## src/ptm_pkg.sv

```systemverilog
// Package for the packet throughput meter: constants, word types, control types.
`default_nettype none

package ptm_pkg;

    localparam int TIME_BITS  = 64;
    localparam int PKT_W      = 16;
    localparam int BYTES_W    = 48;
    localparam int CNT_W      = 32;
    localparam int RATE_W     = 31;
    localparam int CFG_IVL_W  = 16;
    localparam int CFG_ADDR_W = 5;
    localparam int CFG_DATA_W = 64;
    localparam int CFG_IDX_LSB = 3;

    localparam int MUL_W  = 20;
    localparam int HALF_W = BYTES_W / 2;
    localparam int PROD_W = HALF_W + MUL_W;
    localparam int NUM_W  = BYTES_W + MUL_W;
    localparam int HIGH_W = NUM_W - RATE_W;
    localparam int CMP_W  = ((HIGH_W > TIME_BITS) ? HIGH_W : TIME_BITS) + 1;
    localparam int REM_W  = TIME_BITS + 1;
    localparam int ITER_W = $clog2(RATE_W);

    localparam logic [MUL_W-1:0]     USEC_PER_SEC = MUL_W'(1000000);
    localparam logic [TIME_BITS-1:0] ZERO_ELAPSED = TIME_BITS'(1000);
    localparam logic [RATE_W-1:0]    RATE_MAX     = '1;
    localparam logic [ITER_W-1:0]    DIV_LAST     = ITER_W'(RATE_W - 1);

    localparam logic [CFG_IVL_W-1:0] IVL_RESET = CFG_IVL_W'(10);

    typedef enum logic [1:0] {
        CFG_INTERVAL_PACKETS = 2'd0,
        CFG_INSTANT_ENABLE   = 2'd1,
        CFG_CONN_START_US    = 2'd2
    } cfg_reg_t;

    typedef struct packed {
        logic [PKT_W-1:0]   pkt_bytes;
        logic [63:0]        now_us;
        logic [BYTES_W-1:0] total_bytes;
    } in_word_t;

    typedef struct packed {
        logic              interval_valid;
        logic [RATE_W-1:0] interval_rate;
        logic [RATE_W-1:0] average_rate;
        logic              point_valid;
        logic [RATE_W-1:0] point_rate;
    } out_word_t;

    typedef struct packed {
        logic [CFG_IVL_W-1:0] interval_packets;
        logic                 instant_enable;
        logic [63:0]          conn_start_us;
    } cfg_t;

    typedef enum logic [1:0] {
        SEL_INTERVAL,
        SEL_AVERAGE,
        SEL_POINT
    } div_sel_t;

    typedef enum logic [2:0] {
        ST_IDLE,
        ST_DECIDE,
        ST_LOAD,
        ST_SUM,
        ST_CHECK,
        ST_STEP,
        ST_STORE,
        ST_FINISH
    } ptm_state_t;

    typedef struct packed {
        logic     capture;
        logic     div_load;
        logic     div_sum;
        logic     div_check;
        logic     div_step;
        logic     div_store;
        div_sel_t sel;
        logic     finish;
    } dp_cmd_t;

    typedef struct packed {
        logic started;
        logic zero_bytes;
        logic close;
        logic instant;
    } dp_status_t;

endpackage

`default_nettype wire

```

## src/ptm_cfg.sv

```systemverilog
// Configuration register block with APB-style access.
`default_nettype none

module ptm_cfg (
    input  wire logic                           clk,
    input  wire logic                           rst_n,
    input  wire logic                           psel,
    input  wire logic                           penable,
    input  wire logic                           pwrite,
    input  wire logic [ptm_pkg::CFG_ADDR_W-1:0] paddr,
    input  wire logic [ptm_pkg::CFG_DATA_W-1:0] pwdata,
    output logic      [ptm_pkg::CFG_DATA_W-1:0] prdata,
    output logic                                pready,
    output ptm_pkg::cfg_t                       cfg
);
    import ptm_pkg::*;

    logic [CFG_IVL_W-1:0] interval_packets_reg;
    logic                 instant_enable_reg;
    logic [63:0]          conn_start_us_reg;
    logic                 wr_en;
    cfg_reg_t             reg_idx;

    assign pready  = 1'b1;
    assign wr_en   = psel && penable && pwrite;
    assign reg_idx = cfg_reg_t'(paddr[CFG_ADDR_W-1:CFG_IDX_LSB]);

    always_ff @(posedge clk or negedge rst_n)
    begin
        if (!rst_n)
        begin
            interval_packets_reg <= IVL_RESET;
            instant_enable_reg   <= 1'b0;
            conn_start_us_reg    <= '0;
        end
        else if (wr_en)
        begin
            unique case (reg_idx)
                CFG_INTERVAL_PACKETS: interval_packets_reg <= pwdata[CFG_IVL_W-1:0];
                CFG_INSTANT_ENABLE:   instant_enable_reg   <= pwdata[0];
                CFG_CONN_START_US:    conn_start_us_reg    <= pwdata;
                default:              ;
            endcase
        end
    end

    always_comb
    begin
        prdata = '0;
        unique case (reg_idx)
            CFG_INTERVAL_PACKETS: prdata = CFG_DATA_W'(interval_packets_reg);
            CFG_INSTANT_ENABLE:   prdata = CFG_DATA_W'(instant_enable_reg);
            CFG_CONN_START_US:    prdata = conn_start_us_reg;
            default:              prdata = '0;
        endcase
    end

    assign cfg.interval_packets = interval_packets_reg;
    assign cfg.instant_enable   = instant_enable_reg;
    assign cfg.conn_start_us    = conn_start_us_reg;

endmodule

`default_nettype wire

```

## src/ptm_ctrl.sv

```systemverilog
// Sequencing controller: packet decision, divider steps, result word handoff.
`default_nettype none

module ptm_ctrl (
    input  wire logic                clk,
    input  wire logic                rst_n,
    input  wire logic                in_valid,
    output logic                     in_stall,
    output logic                     out_valid,
    input  wire logic                out_stall,
    input  wire ptm_pkg::dp_status_t st,
    output ptm_pkg::dp_cmd_t         cmd
);
    import ptm_pkg::*;

    ptm_state_t        state_reg, state_next;
    div_sel_t          sel_reg, sel_next;
    logic [ITER_W-1:0] cnt_reg, cnt_next;
    logic              out_valid_reg, out_valid_next;
    logic              slot_free;

    assign slot_free = !out_valid_reg || !out_stall;
    assign out_valid = out_valid_reg;

    always_ff @(posedge clk or negedge rst_n)
    begin
        if (!rst_n)
        begin
            state_reg     <= ST_IDLE;
            sel_reg       <= SEL_INTERVAL;
            cnt_reg       <= '0;
            out_valid_reg <= 1'b0;
        end
        else
        begin
            state_reg     <= state_next;
            sel_reg       <= sel_next;
            cnt_reg       <= cnt_next;
            out_valid_reg <= out_valid_next;
        end
    end

    always_comb
    begin
        state_next     = state_reg;
        sel_next       = sel_reg;
        cnt_next       = cnt_reg;
        out_valid_next = out_valid_reg && out_stall;
        unique case (state_reg)
            ST_IDLE:
            begin
                if (in_valid)
                    state_next = ST_DECIDE;
            end
            ST_DECIDE:
            begin
                if (!st.started || st.zero_bytes)
                    state_next = ST_FINISH;
                else if (st.close)
                begin
                    state_next = ST_LOAD;
                    sel_next   = SEL_INTERVAL;
                end
                else if (st.instant)
                begin
                    state_next = ST_LOAD;
                    sel_next   = SEL_POINT;
                end
                else
                    state_next = ST_FINISH;
            end
            ST_LOAD:
                state_next = ST_SUM;
            ST_SUM:
            begin
                state_next = ST_CHECK;
                cnt_next   = '0;
            end
            ST_CHECK:
                state_next = ST_STEP;
            ST_STEP:
            begin
                if (cnt_reg == DIV_LAST)
                    state_next = ST_STORE;
                else
                    cnt_next = cnt_reg + 1'b1;
            end
            ST_STORE:
            begin
                case (sel_reg)
                    SEL_INTERVAL:
                    begin
                        state_next = ST_LOAD;
                        sel_next   = SEL_AVERAGE;
                    end
                    SEL_AVERAGE:
                    begin
                        if (st.instant)
                        begin
                            state_next = ST_LOAD;
                            sel_next   = SEL_POINT;
                        end
                        else
                            state_next = ST_FINISH;
                    end
                    default:
                        state_next = ST_FINISH;
                endcase
            end
            ST_FINISH:
            begin
                if (slot_free)
                begin
                    state_next     = ST_IDLE;
                    out_valid_next = 1'b1;
                end
            end
            default:
                state_next = ST_IDLE;
        endcase
    end

    always_comb
    begin
        cmd      = '0;
        cmd.sel  = sel_reg;
        in_stall = 1'b1;
        unique case (state_reg)
            ST_IDLE:
            begin
                in_stall    = 1'b0;
                cmd.capture = in_valid;
            end
            ST_LOAD:   cmd.div_load  = 1'b1;
            ST_SUM:    cmd.div_sum   = 1'b1;
            ST_CHECK:  cmd.div_check = 1'b1;
            ST_STEP:   cmd.div_step  = 1'b1;
            ST_STORE:  cmd.div_store = 1'b1;
            ST_FINISH: cmd.finish    = slot_free;
            default:   ;
        endcase
    end

    a_rise_from_finish: assert property (@(posedge clk) disable iff (!rst_n)
        $rose(out_valid_reg) |-> $past(state_reg) == ST_FINISH)
        else $error("result word raised outside finish");

    a_step_bound: assert property (@(posedge clk) disable iff (!rst_n)
        state_reg == ST_STEP |-> cnt_reg <= DIV_LAST)
        else $error("divider step count overrun");

    a_point_last: assert property (@(posedge clk) disable iff (!rst_n)
        (state_reg == ST_STORE && sel_reg == SEL_POINT) |=> state_reg == ST_FINISH)
        else $error("point rate is not the last division");

    a_capture_decide: assert property (@(posedge clk) disable iff (!rst_n)
        (state_reg == ST_IDLE && in_valid) |=> state_reg == ST_DECIDE)
        else $error("accepted word not decided");

endmodule

`default_nettype wire

```

## src/ptm_dp.sv

```systemverilog
// Datapath: meter state, elapsed time, scaled numerator, restoring divider, result words.
`default_nettype none

module ptm_dp (
    input  wire logic                clk,
    input  wire logic                rst_n,
    input  wire ptm_pkg::in_word_t   in_data,
    input  wire ptm_pkg::cfg_t       cfg,
    input  wire ptm_pkg::dp_cmd_t    cmd,
    output ptm_pkg::dp_status_t      st,
    output ptm_pkg::out_word_t       out_data
);
    import ptm_pkg::*;

    // meter state
    logic                 started_reg, started_next;
    logic [TIME_BITS-1:0] interval_start_reg, interval_start_next;
    logic [TIME_BITS-1:0] last_pkt_reg, last_pkt_next;
    logic [CNT_W-1:0]     interval_pkts_reg, interval_pkts_next;
    logic [BYTES_W-1:0]   interval_bytes_reg, interval_bytes_next;

    // payload
    in_word_t             item_reg;
    out_word_t            res_reg;
    out_word_t            out_reg;
    logic [TIME_BITS-1:0] den_reg;
    logic [PROD_W-1:0]    plo_reg;
    logic [PROD_W-1:0]    phi_reg;
    logic [NUM_W-1:0]     num_reg;
    logic                 sat_reg;
    logic [TIME_BITS-1:0] rem_reg;
    logic [RATE_W-1:0]    low_reg;
    logic [RATE_W-1:0]    q_reg;

    logic [TIME_BITS-1:0] now_t;
    logic [BYTES_W-1:0]   bytes_op;
    logic [TIME_BITS-1:0] from_op;
    logic [TIME_BITS-1:0] diff;
    logic [TIME_BITS-1:0] elapsed;
    logic [HIGH_W-1:0]    num_high;
    logic [REM_W-1:0]     trial;
    logic [REM_W-1:0]     trial_sub;
    logic                 trial_ge;
    logic [RATE_W-1:0]    rate_val;
    logic [CNT_W-1:0]     pkts_base;
    logic [BYTES_W-1:0]   bytes_base;

    assign now_t = item_reg.now_us[TIME_BITS-1:0];

    assign st.started    = started_reg;
    assign st.zero_bytes = (item_reg.pkt_bytes == '0);
    assign st.close      = ({1'b0, interval_pkts_reg} + (CNT_W + 1)'(1))
                           >= (CNT_W + 1)'(cfg.interval_packets);
    assign st.instant    = cfg.instant_enable;

    always_comb
    begin
        bytes_op = '0;
        from_op  = '0;
        case (cmd.sel)
            SEL_INTERVAL:
            begin
                bytes_op = interval_bytes_reg;
                from_op  = interval_start_reg;
            end
            SEL_AVERAGE:
            begin
                bytes_op = item_reg.total_bytes;
                from_op  = cfg.conn_start_us[TIME_BITS-1:0];
            end
            SEL_POINT:
            begin
                bytes_op = BYTES_W'(item_reg.pkt_bytes);
                from_op  = last_pkt_reg;
            end
            default:
            begin
                bytes_op = '0;
                from_op  = '0;
            end
        endcase
    end

    assign diff    = now_t - from_op;
    assign elapsed = (diff == '0) ? ZERO_ELAPSED : diff;

    assign num_high  = num_reg[NUM_W-1:RATE_W];
    assign trial     = {rem_reg, low_reg[RATE_W-1]};
    assign trial_ge  = trial >= {1'b0, den_reg};
    assign trial_sub = trial - {1'b0, den_reg};
    assign rate_val  = sat_reg ? RATE_MAX : q_reg;

    // divider: numerator bytes*1e6 over elapsed, 31 quotient bits after the overflow check
    always_ff @(posedge clk)
    begin
        if (cmd.capture)
            item_reg <= in_data;
        if (cmd.div_load)
        begin
            den_reg <= elapsed;
            plo_reg <= PROD_W'(bytes_op[HALF_W-1:0]) * PROD_W'(USEC_PER_SEC);
            phi_reg <= PROD_W'(bytes_op[BYTES_W-1:HALF_W]) * PROD_W'(USEC_PER_SEC);
        end
        if (cmd.div_sum)
            num_reg <= NUM_W'(plo_reg) + {phi_reg, {HALF_W{1'b0}}};
        if (cmd.div_check)
        begin
            sat_reg <= CMP_W'(num_high) >= CMP_W'(den_reg);
            rem_reg <= TIME_BITS'(num_high);
            low_reg <= num_reg[RATE_W-1:0];
            q_reg   <= '0;
        end
        if (cmd.div_step)
        begin
            rem_reg <= trial_ge ? trial_sub[TIME_BITS-1:0] : trial[TIME_BITS-1:0];
            low_reg <= {low_reg[RATE_W-2:0], 1'b0};
            q_reg   <= {q_reg[RATE_W-2:0], trial_ge};
        end
        if (cmd.capture)
            res_reg <= '0;
        else if (cmd.div_store)
        begin
            case (cmd.sel)
                SEL_INTERVAL:
                begin
                    res_reg.interval_valid <= 1'b1;
                    res_reg.interval_rate  <= rate_val;
                end
                SEL_AVERAGE:
                    res_reg.average_rate <= rate_val;
                SEL_POINT:
                begin
                    res_reg.point_valid <= 1'b1;
                    res_reg.point_rate  <= rate_val;
                end
                default: ;
            endcase
        end
        if (cmd.finish)
            out_reg <= res_reg;
    end

    assign out_data = out_reg;

    always_comb
    begin
        started_next        = started_reg;
        interval_start_next = interval_start_reg;
        last_pkt_next       = last_pkt_reg;
        interval_pkts_next  = interval_pkts_reg;
        interval_bytes_next = interval_bytes_reg;
        pkts_base           = interval_pkts_reg;
        bytes_base          = interval_bytes_reg;
        if (cmd.finish)
        begin
            if (!started_reg)
            begin
                started_next        = 1'b1;
                interval_start_next = now_t;
                last_pkt_next       = now_t;
                interval_pkts_next  = CNT_W'(1);
                interval_bytes_next = BYTES_W'(item_reg.pkt_bytes);
            end
            else if (!st.zero_bytes)
            begin
                if (st.close)
                begin
                    interval_start_next = now_t;
                    pkts_base           = '0;
                    bytes_base          = '0;
                end
                last_pkt_next       = now_t;
                interval_pkts_next  = pkts_base + CNT_W'(1);
                interval_bytes_next = bytes_base + BYTES_W'(item_reg.pkt_bytes);
            end
        end
    end

    always_ff @(posedge clk or negedge rst_n)
    begin
        if (!rst_n)
        begin
            started_reg        <= 1'b0;
            interval_start_reg <= '0;
            last_pkt_reg       <= '0;
            interval_pkts_reg  <= '0;
            interval_bytes_reg <= '0;
        end
        else
        begin
            started_reg        <= started_next;
            interval_start_reg <= interval_start_next;
            last_pkt_reg       <= last_pkt_next;
            interval_pkts_reg  <= interval_pkts_next;
            interval_bytes_reg <= interval_bytes_next;
        end
    end

endmodule

`default_nettype wire

```

## src/packet_throughput_meter_unit.sv

```systemverilog
// Packet throughput meter top level: config block, controller and datapath.
// Each word computes k rates, with k from 0 to 3.
// Each rate costs one pass of the shared restoring divider: load, sum, check, 31 steps, store.
// The result word is raised from the finish state, which holds while an earlier result waits.
// The output register frees the input side: a new word is taken while a result waits.
// Reset: asynchronous, active low; meter state cleared, interval setting back to 10.
`default_nettype none

module packet_throughput_meter_unit (
    input  wire logic                           clk,
    input  wire logic                           rst_n,
    input  wire logic                           psel,
    input  wire logic                           penable,
    input  wire logic                           pwrite,
    input  wire logic [ptm_pkg::CFG_ADDR_W-1:0] paddr,
    input  wire logic [ptm_pkg::CFG_DATA_W-1:0] pwdata,
    output logic      [ptm_pkg::CFG_DATA_W-1:0] prdata,
    output logic                                pready,
    input  wire logic                           in_valid,
    output logic                                in_stall,
    input  wire ptm_pkg::in_word_t              in_data,
    output logic                                out_valid,
    input  wire logic                           out_stall,
    output ptm_pkg::out_word_t                  out_data
);
    import ptm_pkg::*;

    cfg_t       cfg;
    dp_cmd_t    cmd;
    dp_status_t st;

    ptm_cfg u_cfg (
        .clk     (clk),
        .rst_n   (rst_n),
        .psel    (psel),
        .penable (penable),
        .pwrite  (pwrite),
        .paddr   (paddr),
        .pwdata  (pwdata),
        .prdata  (prdata),
        .pready  (pready),
        .cfg     (cfg)
    );

    ptm_ctrl u_ctrl (
        .clk       (clk),
        .rst_n     (rst_n),
        .in_valid  (in_valid),
        .in_stall  (in_stall),
        .out_valid (out_valid),
        .out_stall (out_stall),
        .st        (st),
        .cmd       (cmd)
    );

    ptm_dp u_dp (
        .clk      (clk),
        .rst_n    (rst_n),
        .in_data  (in_data),
        .cfg      (cfg),
        .cmd      (cmd),
        .st       (st),
        .out_data (out_data)
    );

endmodule

`default_nettype wire

```

## config.mk

```make
export PLATFORM = sky130hd
export DESIGN_NAME = packet_throughput_meter_unit
export DESIGN_NICKNAME = d
export VERILOG_FILES = /design/src/ptm_pkg.sv /design/src/ptm_cfg.sv /design/src/ptm_ctrl.sv /design/src/ptm_dp.sv /design/src/packet_throughput_meter_unit.sv
export SDC_FILE = /design/constraint.sdc
export NUM_CORES = 2
export LEC_CHECK = 0
export ABC_AREA = 1
export ABC_CLOCK_PERIOD_IN_PS = 7500
export BUFFER_PORTS_ARGS = -buffer_cell sky130_fd_sc_hd__buf_4
export CAP_MARGIN = 10
export CORE_MARGIN = 2
export CORE_UTILIZATION = 56
export DETAILED_ROUTE_END_ITERATION = 10
export GPL_ROUTABILITY_DRIVEN = 0
export HOLD_SLACK_MARGIN = 0.03
export PLACE_DENSITY = 0.77
export SYNTH_ARGS = -nofsm -noshare
export SYNTH_HDL_FRONTEND = slang
export SYNTH_HIERARCHICAL = 1
export SYNTH_SLANG_ARGS = --single-unit
```

## constraint.sdc

```tcl
create_clock -name clk -period 7.5 [get_ports clk]
set_input_delay 0.375 -clock clk [delete_from_list [all_inputs] [get_ports clk]]
set_output_delay 0.375 -clock clk [all_outputs]
set_load 0.03 [all_outputs]
```

==> reports/results.txt <==
Top cell type's share of synthesized area: 27.1%
CP endpoint kind: flip-flop
GR Layer Usage met1: 36.9%
Status: complete, no violations
Post-synth ARST share: 32.0%
Synthesis Warnings: 6
Busiest grt layer: met2
Compound-gate portion of the synthesized area: 12.0%
Max cap viols: 0
Synthesized area: 0.0605 mm^2
R2R Setup Slk: 410 ps
Largest net degree at the start of global routing: 126
Number of global-route vias before repair: 50000
Highest fanout seen on the critical path: 31
Kind of critical path: flip-flop to flip-flop
Synth Instances: 6960
Hold Path Class: primary input to flip-flop
Adder-Cell Fraction of Synth Area: 16.2%
DRC: 0
Initial DRT Pass Iterations: 7
Die extent in y: 333 um
Final hold violation count: 0
CP max stage delay: 680 ps
Syn_area_per_cell: 8.70 um^2
Slew Viols, Final: 0
Dpl hpwl: 121000 um
Buf/Inv on CP: 9
Post-placement cell area: 0.0648 mm^2
Layout cell share with drive strength beyond 1: 9.36%
Synth-to-Final Area Change: 15.9%
Xor and xnor area share after synthesis: 3.66%
Reg-to-reg startpoint: u_ctrl/sel_reg[1]$_DFFE_PN0P_
Delay-heaviest family, CP: adder cells
WP depth: 26
Top-Level Pins: 366
IO buf count: 361
Iteration-0 DRC Markers: 5326
R2R Path End: u_dp/plo_reg[38]$_DFFE_PP_
Final core utilization: 65.4%
Ratio of final minimum period to clock period: 94.5%
PnR worst setup slack: 414 ps
FF+latch count, synth: 942
Reg clk slew, reported paths: 60 ps
CTS H-tree depth: 3
Final ANT Viol Nets: 0
Root Buffer: clkbuf_16
Worst EP required: 7930 ps
Worst Max-Slew Pin Slew: 1150 ps
Met2 usage: 50.8%
Clk buf depth: 3
Ys flop type: edfxtp_1
Clock skew: 40.3 ps
Slew margin rel.: 23.6%
Row count: 120
Die W: 333 um
Syn Nets: 7830
Min cycle time layout: 7090 ps
Yosys cell types: 65
Sequential share of the synthesized area: 42.7%
Routed WL: 165000 um
Critical path endpoint: u_dp/plo_reg[38]$_DFFE_PP_
Routed vias: 50800
Via-to-Cell Ratio: 5.65
Cell total after placement: 8611
Mux share of post-synthesis cell area: 0%
Crit start category: flip-flop
Crit path DAT: 7510 ps
Number of synthesized flops with an enable pin: 546
TritonCTS Buffers: 99
# clock sinks: 942
Final setup viols: 0
Critical-path top delay cell: o211ai_1
Maximum clock rate: 141 MHz
Die ar.: 0.111 mm^2
Final Instance Count excl. Fillers: 8997
Dominant cell type by area after synthesis: edfxtp_1
GRT Util Overall: 29.5%
Dominant cells by area after synthesis: edfxtp_1 27%, dfrtp_1 12%, ha_1 9.8%
Commonest non-fill, non-tap cells in the layout: 1548 x nand2_1, 1032 x inv_1, 546 x edfxtp_1, 542 x nor2_1, 539 x a21oi_1
Starting density of the core: 56.5%
Critical Path Start: u_ctrl/sel_reg[1]$_DFFE_PN0P_
Fin area: 0.0701 mm^2
First-pass GRT wire length: 263000 um
Cell mode on critical path: inv_1
Reg2reg path depth: 26
Main combinational cell family by area after synthesis: simple AND/OR/NAND/NOR gates
Core area: 0.107 mm^2
Antenna violations before repair: 3
DP Worst Slack: 397 ps
Clk_lat worst skew: 710 ps
Routed WL per cell: 18.4 um
CTS tree: yes
Synth Area in Simple Gates: 17.6%
Total grt overflow: 0
Met3 Usage GRT: 4.11%
Nets@finish: 8376
Commonest non-fill, non-tap cell in the layout: nand2_1
[how the worst min path moves through the flow]
stage	start	to	slack, ps	cells after the start
2_1_floorplan	rst_n	u_cfg/conn_start_us_reg[0]$_DFFE_PN0P_	80	0
3_3_place_gp	u_dp/plo_reg[26]$_DFFE_PP_	u_dp/num_reg[26]$_DFFE_PP_	400	0
3_5_place_dp	u_dp/plo_reg[16]$_DFFE_PP_	u_dp/num_reg[16]$_DFFE_PP_	400	0
4_1_cts	pwrite	u_cfg/instant_enable_reg$_DFFE_PN0P_	40	5
5_1_grt	pwrite	u_cfg/instant_enable_reg$_DFFE_PN0P_	70	5
6_report	pwrite	u_cfg/instant_enable_reg$_DFFE_PN0P_	80	5
[logic make-up (layout without fill, tap and decap cells)]
| kind of cell | after synthesis | in the layout |
|---|---|---|
| compound gates | 1287 | 1287 |
| other cells | 1 | 6 |
| flops | 942 | 942 |
| fa+ha+maj | 666 | 666 |
| buf+inv | 1237 | 1866 |
| simple gates | 2574 | 2574 |
| xor+xnor | 253 | 253 |
[cell usage after synthesis (all sizes together) (37+ instances only)]
cell	n
inv	1050
xor2	154
a21o	37
ha	473
nand2	1560
dfrtp	299
xnor2	99
a21oi	540
nand4	71
nor3	42
clkbuf	132
a22o	61
nand3	250
o22ai	45
o21ai	423
buf	53
edfxtp	546
a31oi	46
fa	193
nor2	574
dfxtp	95
or2	37
[metal layers]
layer	part of all wire, %	vias up
li1	-	24100
met1	39	24000
met2	48	2254
met3	7.0	451
met4	5.1	0
met5	0	-
[tightest hold or removal path, delay by kind of cell]
| kind | cells | cell delay (ps) |
|---|---|---|
| buf+inv | 2 | 170 |
| simple gates | 3 | 190 |
[stage by stage]
stage               setup TNS, ps  hold slack (ps)
floorplan                       0             79.4
global placement                0              401
detailed placement              0              405
CTS                             0             35.3
global route                -13.2             69.6
finish                          0             77.1
[area by class of cell]
cell class,instances,area [um^2]
tap,1403,1760
inverter,1052,3960
sequential,942,25800
clock inverter,65,697
clock buffer,119,2670
multi-input combinational,4781,30000
fill,8386,37100
antenna,5,12.5
timing repair buffer,630,5250
[repair_timing]
action | CTS | global route
setup buffers | 0 | 2
resized for setup | 0 | 1
hold buffers | 195 | 0
setup endpoints to repair | 0 | 3
endpoints found under the hold margin | 313 | 0
Power is not shown: default switching activity piles up to over one toggle a cycle in this logic, so the estimate is an artifact.
